**src/sv/kcxc_pkg.sv**
```systemverilog
// ----------------------------------------------------------------------------
// kcxc_pkg
// Shared constants and types of the keyed chained xor packet cipher.
// ----------------------------------------------------------------------------
package kcxc_pkg;

  localparam int DataW      = 32;
  localparam int TableWords = 130;
  localparam int TabAw      = (TableWords > 1) ? $clog2(TableWords) : 1;
  localparam int StepW      = TabAw + 1;
  localparam int PosW       = $clog2(TableWords + 1);
  localparam int FifoDepth  = 4;
  localparam int FifoAw     = $clog2(FifoDepth);
  localparam int CntW       = $clog2(FifoDepth + 1);

  // one classified request on its way to the back end
  typedef struct packed {
    logic             kind;
    logic             first;
    logic             beyond;
    logic [DataW-1:0] data;
    logic [DataW-1:0] tbl;
  } item_t;

  // key generator status
  typedef struct packed {
    logic                    busy;
    logic signed [DataW-1:0] key;
  } gen_stat_t;

  // key table write port
  typedef struct packed {
    logic             en;
    logic [TabAw-1:0] addr;
    logic [DataW-1:0] data;
  } tab_wr_t;

endpackage

```
**src/sv/kcxc_if.sv**
```systemverilog
// ----------------------------------------------------------------------------
// kcxc channel interfaces
// Valid/ready channels for payload requests, results and key writes.
// ----------------------------------------------------------------------------
interface kcxc_in_if;
  logic                      valid;
  logic                      ready;
  logic                      kind;
  logic                      first;
  logic [kcxc_pkg::DataW-1:0] data_word;

  modport source (output valid, output kind, output first, output data_word, input ready);
  modport sink   (input valid, input kind, input first, input data_word, output ready);
endinterface


```
**src/sv/kcxc_front.sv**
```systemverilog
// ----------------------------------------------------------------------------
// kcxc_front
// Accepts payload requests, tracks word position, classifies past-table
// words and issues the key table read.
// ----------------------------------------------------------------------------
module kcxc_front (
  input  logic                        clk_i,
  input  logic                        rst_ni,
  kcxc_in_if.sink                     in_chan,
  input  kcxc_pkg::gen_stat_t         gen_i,
  input  logic [kcxc_pkg::CntW-1:0]   fifo_cnt_i,
  input  logic [kcxc_pkg::DataW-1:0]  rd_data_i,
  output logic [kcxc_pkg::TabAw-1:0]  rd_addr_o,
  output logic                        push_o,
  output kcxc_pkg::item_t             item_o
);

  localparam logic [kcxc_pkg::PosW-1:0] PosEnd = kcxc_pkg::PosW'(kcxc_pkg::TableWords);

  logic [kcxc_pkg::PosW-1:0]  pos_q, pos_d, pos_cur;
  logic                       stg_valid_q;
  logic                       stg_kind_q, stg_first_q, stg_beyond_q;
  logic [kcxc_pkg::DataW-1:0] stg_data_q;
  logic                       accept, beyond;
  logic [kcxc_pkg::CntW:0]    used;

  always_comb begin
    used          = {1'b0, fifo_cnt_i} + (kcxc_pkg::CntW + 1)'(stg_valid_q);
    in_chan.ready = !gen_i.busy && (used < (kcxc_pkg::CntW + 1)'(kcxc_pkg::FifoDepth));
    accept        = in_chan.valid & in_chan.ready;
    pos_cur       = in_chan.first ? '0 : pos_q;
    beyond        = (pos_cur >= PosEnd);
    pos_d         = pos_q;
    if (accept) begin
      pos_d = beyond ? PosEnd : pos_cur + 1'b1;
    end
  end

  assign rd_addr_o = pos_cur[kcxc_pkg::TabAw-1:0];

  always_ff @(posedge clk_i or negedge rst_ni) begin
    if (!rst_ni) begin
      pos_q       <= '0;
      stg_valid_q <= 1'b0;
    end else begin
      pos_q       <= pos_d;
      stg_valid_q <= accept;
    end
  end

  always_ff @(posedge clk_i) begin
    if (accept) begin
      stg_kind_q   <= in_chan.kind;
      stg_first_q  <= in_chan.first;
      stg_beyond_q <= beyond;
      stg_data_q   <= in_chan.data_word;
    end
  end

  assign push_o        = stg_valid_q;
  assign item_o.kind   = stg_kind_q;
  assign item_o.first  = stg_first_q;
  assign item_o.beyond = stg_beyond_q;
  assign item_o.data   = stg_data_q;
  assign item_o.tbl    = rd_data_i;

  a_pos_sat: assert property (@(posedge clk_i) disable iff (!rst_ni)
    pos_q <= PosEnd)
    else $error("word position past saturation");

endmodule

```
**src/flat_wrapper.sv**
```systemverilog
// flat-port wrapper written by rule: the top's interface ports become plain ports
module kcxc_front_flat 
  (clk_i, rst_ni, gen_i, fifo_cnt_i, rd_data_i, rd_addr_o, push_o, item_o, in_chan_valid, in_chan_kind, in_chan_first, in_chan_data_word, in_chan_ready);
  kcxc_in_if in_chan_i ();
  input  logic clk_i;
  input  logic rst_ni;
  input  kcxc_pkg::gen_stat_t gen_i;
  input  logic [kcxc_pkg::CntW-1:0] fifo_cnt_i;
  input  logic [kcxc_pkg::DataW-1:0] rd_data_i;
  output logic [kcxc_pkg::TabAw-1:0] rd_addr_o;
  output logic push_o;
  output kcxc_pkg::item_t item_o;
  input wire logic [$bits(in_chan_i.valid)-1:0] in_chan_valid;
  input wire logic [$bits(in_chan_i.kind)-1:0] in_chan_kind;
  input wire logic [$bits(in_chan_i.first)-1:0] in_chan_first;
  input wire logic [$bits(in_chan_i.data_word)-1:0] in_chan_data_word;
  output wire logic [$bits(in_chan_i.ready)-1:0] in_chan_ready;
  assign in_chan_i.valid = in_chan_valid;
  assign in_chan_i.kind = in_chan_kind;
  assign in_chan_i.first = in_chan_first;
  assign in_chan_i.data_word = in_chan_data_word;
  assign in_chan_ready = in_chan_i.ready;
  kcxc_front u_core (.clk_i(clk_i), .rst_ni(rst_ni), .in_chan(in_chan_i), .gen_i(gen_i), .fifo_cnt_i(fifo_cnt_i), .rd_data_i(rd_data_i), .rd_addr_o(rd_addr_o), .push_o(push_o), .item_o(item_o));
endmodule
```
**config.mk**
```make
export PLATFORM = sky130hd
export DESIGN_NAME = kcxc_front_flat
export DESIGN_NICKNAME = d
export VERILOG_FILES = /design/src/sv/kcxc_pkg.sv /design/src/sv/kcxc_if.sv /design/src/sv/kcxc_front.sv /design/src/flat_wrapper.sv
export SDC_FILE = /design/constraint.sdc
export NUM_CORES = 1
export LEC_CHECK = 0
export ABC_AREA = 1
export BUFFER_PORTS_ARGS = -buffer_cell sky130_fd_sc_hd__buf_2
export CORE_ASPECT_RATIO = 0.9
export CORE_MARGIN = 4
export CORE_UTILIZATION = 33
export CTS_CLUSTER_DIAMETER = 40
export DETAILED_ROUTE_END_ITERATION = 8
export PLACE_DENSITY = 0.87
export SYNTH_ARGS = -nofsm -noshare
export SYNTH_HDL_FRONTEND = slang
export SYNTH_SLANG_ARGS = --single-unit
```
**constraint.sdc**
```tcl
create_clock -name clk_i -period 1.9 [get_ports clk_i]
set_clock_uncertainty 0.2 [all_clocks]
set_input_delay 0.19 -clock clk_i [delete_from_list [all_inputs] [get_ports clk_i]]
set_output_delay 0.19 -clock clk_i [all_outputs]
set_load 0.01 [all_outputs]
```
Word-level counts from Yosys, hierarchy flattened:

Cells that the tools add are included.

* register bits: 44
* input port bits: 105
* output and inout port bits: 77
* word-level logic and storage cells: 15

* $add $sub $neg: 2
* $lt $le $gt $ge: 2
* mux-type cells: 2
* bitwise operators: 1
* reduce and logical (&&, ||, !) cells: 2

Operators with widths (number)
* 8-bit 2-to-1 mux: 2
* 8-bit by 1-bit adder with 8-bit output, second input constant: 1
* 8-bit >= comparator, second input constant: 1
* 3-bit by 1-bit adder with 4-bit output: 1
* 4-bit by 3-bit < comparator with 1-bit output, second input constant: 1
* 1-bit AND: 1
* 1-bit logical AND: 1
* 1-bit zero test: 1

Depth between registers and ports, before layout:

* word-level depth: 4
* mapped depth: 12
* depth with buffers taken out: 12

Least setup slack after synthesis:

Ideal clock, no wire load.

* path type: reg-to-reg
* start point: register u_core.stg_valid_q (netlist: u_core.push_o)
* end point: register u_core.stg_beyond_q (enable)
* library setup time: 396 ps
* arrival: 1541 ps
* required time: 1304 ps
* slack: -238 ps
* cell stages (with the launch flop): 4
* path buffers: 0
* period minus slack after synthesis: 2138 ps
* cells stage by stage: dfrtp_1 nand3_1 nand4_2 inv_1

* longest elaborated chain between the ends: 4

Ends and longest elaborated chain
* from (decl): RTL line kcxc_front.sv:21 `logic stg_valid_q;`
* from (signal assigned): RTL line kcxc_front.sv:47 `stg_valid_q <= accept;`
* 3-bit by 1-bit adder with 4-bit output: RTL line kcxc_front.sv:28 `used = {1'b0, fifo_cnt_i} + (kcxc_pkg::CntW + 1)'(stg_valid_q);`
* 4-bit by 3-bit < comparator with 1-bit output: RTL line kcxc_front.sv:29 `in_chan.ready = !gen_i.busy && (used < (kcxc_pkg::CntW + 1)'(kcxc_pkg::FifoDepth));`
* 1-bit logical AND: RTL line kcxc_front.sv:29
* 1-bit AND: RTL line kcxc_front.sv:30 `accept = in_chan.valid & in_chan.ready;`
* named net u_core.accept: RTL line kcxc_front.sv:24 `logic accept, beyond;`
* to (signal assigned): RTL line kcxc_front.sv:55 `stg_beyond_q <= beyond;`
* to (decl): RTL line kcxc_front.sv:22 `logic stg_kind_q, stg_first_q, stg_beyond_q;`

The timed path passes the listed nets, and every way through them passes these cells.
A chain may end at the register's enable or synchronous reset.

Worst setup path after layout:

* start point: register u_core.pos_q[1] in the netlist's numbering
* end point: register u_core.stg_beyond_q, data pin

* longest elaborated chain between the ends: 2

Ends and longest elaborated chain
* from (decl): RTL line kcxc_front.sv:20 `logic [kcxc_pkg::PosW-1:0] pos_q, pos_d, pos_cur;`
* from (signal assigned): RTL line kcxc_front.sv:46 `pos_q <= pos_d;`
* 8-bit 2-to-1 mux: RTL line kcxc_front.sv:31 `pos_cur = in_chan.first ? '0 : pos_q;`
* 8-bit >= comparator: RTL line kcxc_front.sv:32 `beyond = (pos_cur >= PosEnd);`
* named net u_core.beyond: RTL line kcxc_front.sv:24

The timed path passes the listed nets, and every way through them passes these cells.

==> results.txt <==
----------------------------------------------------
[Pwr]
  Static leakage ... 1.34 nW
  Switching power total ... 0.000447 W
  Switching fraction of total power ... 21.8%
  Int Pwr ... 0.00160 W
  VDD IR max ... 508 uV
  Power per cell area ... 751 nW/um^2
  Fraction of power consumed by the clock network ... 34.3%
  Total Power Consumption ... 0.00205 W
  Part of the power in combinational logic ... 12.1%
  Fraction of power consumed by sequential logic ... 53.6%

[Worst setup path]
  Worst-path maximum fanout ... 5
  Worst-path cell chain ... nand2_1 -> inv_2 -> ha_1 -> inv_1 -> nand2_1 -> nor2_1 -> nand2_2 -> nand2_4 -> inv_1
  Kind of start point of the critical path ... flip-flop
  R2R setup slack ... 0.31 ns
  Slowest library cell on the worst path ... sky130_fd_sc_hd__dfrtp_1
  Max incr delay on CP ... 0.38 ns
  Arrival time worst endpoint ... 1.45 ns
  Reg-to-reg critical path startpoint ... u_core.pos_q[1]
  Required time at the endpoint of the critical path ... 1.76 ns
  End of the worst register-to-register path ... u_core.stg_beyond_q
  Worst reg-to-reg path cell count ... 9
  Category of the critical setup timing path ... reg2reg
  Crit-path leading delay family ... simple AND/OR/NAND/NOR gates
  Crit end category ... flip-flop
  Number of buffer and inverter instances along the worst setup path ... 3

[Finish]
  Most frequent standard cell in the layout excluding fill and tap cells ... sky130_fd_sc_hd__buf_2
  Fraction of layout cells with a size suffix above 1 ... 42.9%
  Commonest cells after routing, fill and taps aside ... 85 x sky130_fd_sc_hd__buf_2, 35 x sky130_fd_sc_hd__dlygate4sd3_1, 35 x sky130_fd_sc_hd__edfxtp_1
  Final net count ... 365
  Area of the multi-input gates ... 344 um^2
  Post-layout utilization of the core ... 47.6%
  Area growth from synthesis to layout ... 38.6%
  Number of diodes ... 0
  Footprint of the flip-flops and latches ... 1280 um^2
  Filler cell count in the final layout ... 503

[Hold path]
  Min-delay worst type ... in2async

[Timing]
  Share of the clock period used by the worst path ... 83.7%
  Shortest period the worst path allows ... 1.59 ns
  Max-Slew Margin vs Limit ... 77.2%
  RSZ-0062 raised after global routing ... false
  Transition time of the tightest slew-check pin ... 0.341 ns
  Max Transition Viols Final ... 0
  Maximum clock frequency ... 629 MHz
  Count of final hold-check violations ... 0
  Setup TNS after final layout ... 0 ns
  Final setup vio count ... 0

[Synth]
  Average cell area after synthesis ... 12.1 um^2
  Unique cell type count in the Yosys netlist ... 17
  Synth warn ... 0
  Post-synthesis register bit count ... 44
  Net Count, Synth ... 269
  Sequential element share of the synthesized area ... 64.9%
  Post-synthesis cell area ... 1970 um^2
  Mapped Cells ... 162

[Detailed routing]
  WL per Instance ... 14.0 um
  DRC Markers ... 0
  Remaining antenna violation count after routing ... 0
  Final wirelength ... 4620 um
  Number of search-and-repair iterations in the first detailed-routing pass ... 5
  Count of vias placed by the detailed router ... 1427
  DRT iter0 DRCs ... 41
  Average vias per placed instance ... 4.34

[Place]
  Buffers on Ports ... 85
  Post-DP HPWL ... 3170 um
  RD Place Congestion ... 0.812

[Clocking]
  Clock net sink count ... 44
  Clk pin slew, worst setup/hold paths ... 0.08 ns
  CTS H-Tree Depth ... 2
  Clock tree root driver cell ... sky130_fd_sc_hd__clkbuf_8
  Clock latency on the worst-skew pair ... 0.29 ns
  Clock tree from TritonCTS ... done
  Number of buffers inserted by hold repair at cts ... 35
  Post-CTS Setup Repair Bufs ... 0
  Total CTS buffers ... 5
  Number of cells upsized or downsized after cts ... 0
  Bufs on Longest Clock Path ... 2

[Outcome]
  Status ... finished, final reports clean

[Floorplan]
  Die boundary height ... 81.2 um
  Core outline area ... 5730 um^2
  Area of the die ... 7260 um^2
  Effective utilization at floorplan ... 34.3%
  Ports ... 182
  Core Rows ... 26
  Die width ... 89.4 um

[Job]
  Max-cap check violation count ... 0

[Global route]
  Antenna violations before repair ... 0
  Pin count of the biggest net entering global routing ... 29
  Vias in the first global route ... 1437
  Global-route wire length before repair ... 6710 um
  Total gr overflow ... 0
  Overall global routing resource usage ... 12.4%

----------------------------------------------------
-- flip-flops by register name, summed over array words and instances (netlist names) --
signal               flops
u_core.stg_data_q       32
u_core.pos_q             8
u_core.push_o            1
u_core.stg_beyond_q      1
u_core.stg_first_q       1
u_core.stg_kind_q        1
-- worst reg2reg max path, delay by kind of cell, from the launching register on --
kind	cells	cell delay (ns)
buf+inv	3	0.16
fa+ha+maj	1	0.18
simple gates	5	0.43
flops	1	0.38
-- power by group through the flow --
stage,sequential [W],clock [W],combinational [W]
floorplan,0.00113,0,0.000153
global placement,0.00112,0,0.000186
detailed placement,0.00112,0,0.000194
CTS,0.00110,0.000732,0.000251
global route,0.00110,0.000762,0.000278
finish,0.00110,0.000703,0.000248
-- area by class of cell --
| type | instances | area share (%) |
|---|---|---|
| Sequential cell | 44 | 46.9 |
| Inverter | 22 | 3.17 |
| Clock buffer | 5 | 2.53 |
| Clock inverter | 3 | 1.56 |
| Multi-Input combinational cell | 61 | 12.6 |
| Timing Repair Buffer | 124 | 30.0 |
| Tap cell | 70 | 3.22 |
-- logic make-up (layout without fill, tap and decap cells) --
kind of cell	after synthesis	after routing	share of synthesized area [%]
AND/OR/NAND/NOR	51	51	12.3
XOR/XNOR	3	3	1.34
adder cells (fa/ha/maj)	2	2	1.27
buffers and inverters	57	154	17.6
AO/OA/AOI/OAI	5	5	2.55
flip-flops	44	44	64.9
-- cells in the mapped netlist --
| library cell | instances | area, um^2 |
|---|---|---|
| sky130_fd_sc_hd__buf_4 | 35 | 263 |
| sky130_fd_sc_hd__dfrtp_1 | 9 | 225 |
| sky130_fd_sc_hd__edfxtp_1 | 35 | 1050 |
| sky130_fd_sc_hd__ha_1 | 2 | 25.0 |
| sky130_fd_sc_hd__inv_1 | 20 | 75.1 |
| sky130_fd_sc_hd__inv_2 | 2 | 7.51 |
| sky130_fd_sc_hd__nand2_1 | 28 | 105 |
| sky130_fd_sc_hd__nand2_2 | 3 | 18.8 |
| sky130_fd_sc_hd__nand2_4 | 2 | 22.5 |
| sky130_fd_sc_hd__nand3_1 | 8 | 40.0 |
| sky130_fd_sc_hd__nand4_1 | 2 | 12.5 |
| sky130_fd_sc_hd__nand4_2 | 1 | 12.5 |
| sky130_fd_sc_hd__nor2_1 | 5 | 18.8 |
| sky130_fd_sc_hd__nor2_2 | 2 | 12.5 |
| sky130_fd_sc_hd__o21ai_0 | 1 | 5.00 |
| sky130_fd_sc_hd__o21bai_2 | 4 | 45.0 |
| sky130_fd_sc_hd__xor2_1 | 3 | 26.3 |
-- worst max path at each step --
stage | to | from | cells after the start
floorplan | u_core.pos_q[2] | u_core.push_o | 5
global placement | u_core.stg_beyond_q | in_chan_first | 10
detailed placement | u_core.stg_beyond_q | in_chan_first | 10
CTS | u_core.stg_beyond_q | u_core.pos_q[1] | 9
global route | u_core.stg_beyond_q | u_core.pos_q[1] | 9
finish | u_core.stg_beyond_q | u_core.pos_q[1] | 9
-- per-stage QoR --
| stage | instances | cell area [um^2] | hold slack [ns] | setup slack (ns) |
|---|---|---|---|---|
| 6_report | 329 | 2720 | 0.0829 | 0.311 |
| 5_1_grt | 329 | 2720 | 0.112 | 0.144 |
| 2_1_floorplan | 162 | 1970 | -0.306 | 0.0174 |
| 4_1_cts | 329 | 2720 | 0.0737 | 0.300 |
| 3_3_place_gp | 286 | 2260 | -0.147 | 0.245 |
| 3_5_place_dp | 286 | 2260 | -0.136 | 0.224 |
-- layer usage --
metal | vias up | track usage, % | part of all wire [%] | wire, um
met2 | 80 | 22.7 | 51 | 2370
met1 | 659 | 13.1 | 35 | 1610
met4 | 0 | 5.06 | 1.6 | 74
met3 | 13 | 3.65 | 12 | 560
met5 | - | 0 | 0 | 0
li1 | 675 | - | - | -
No activity file was read; power rests on OpenSTA's default activity.
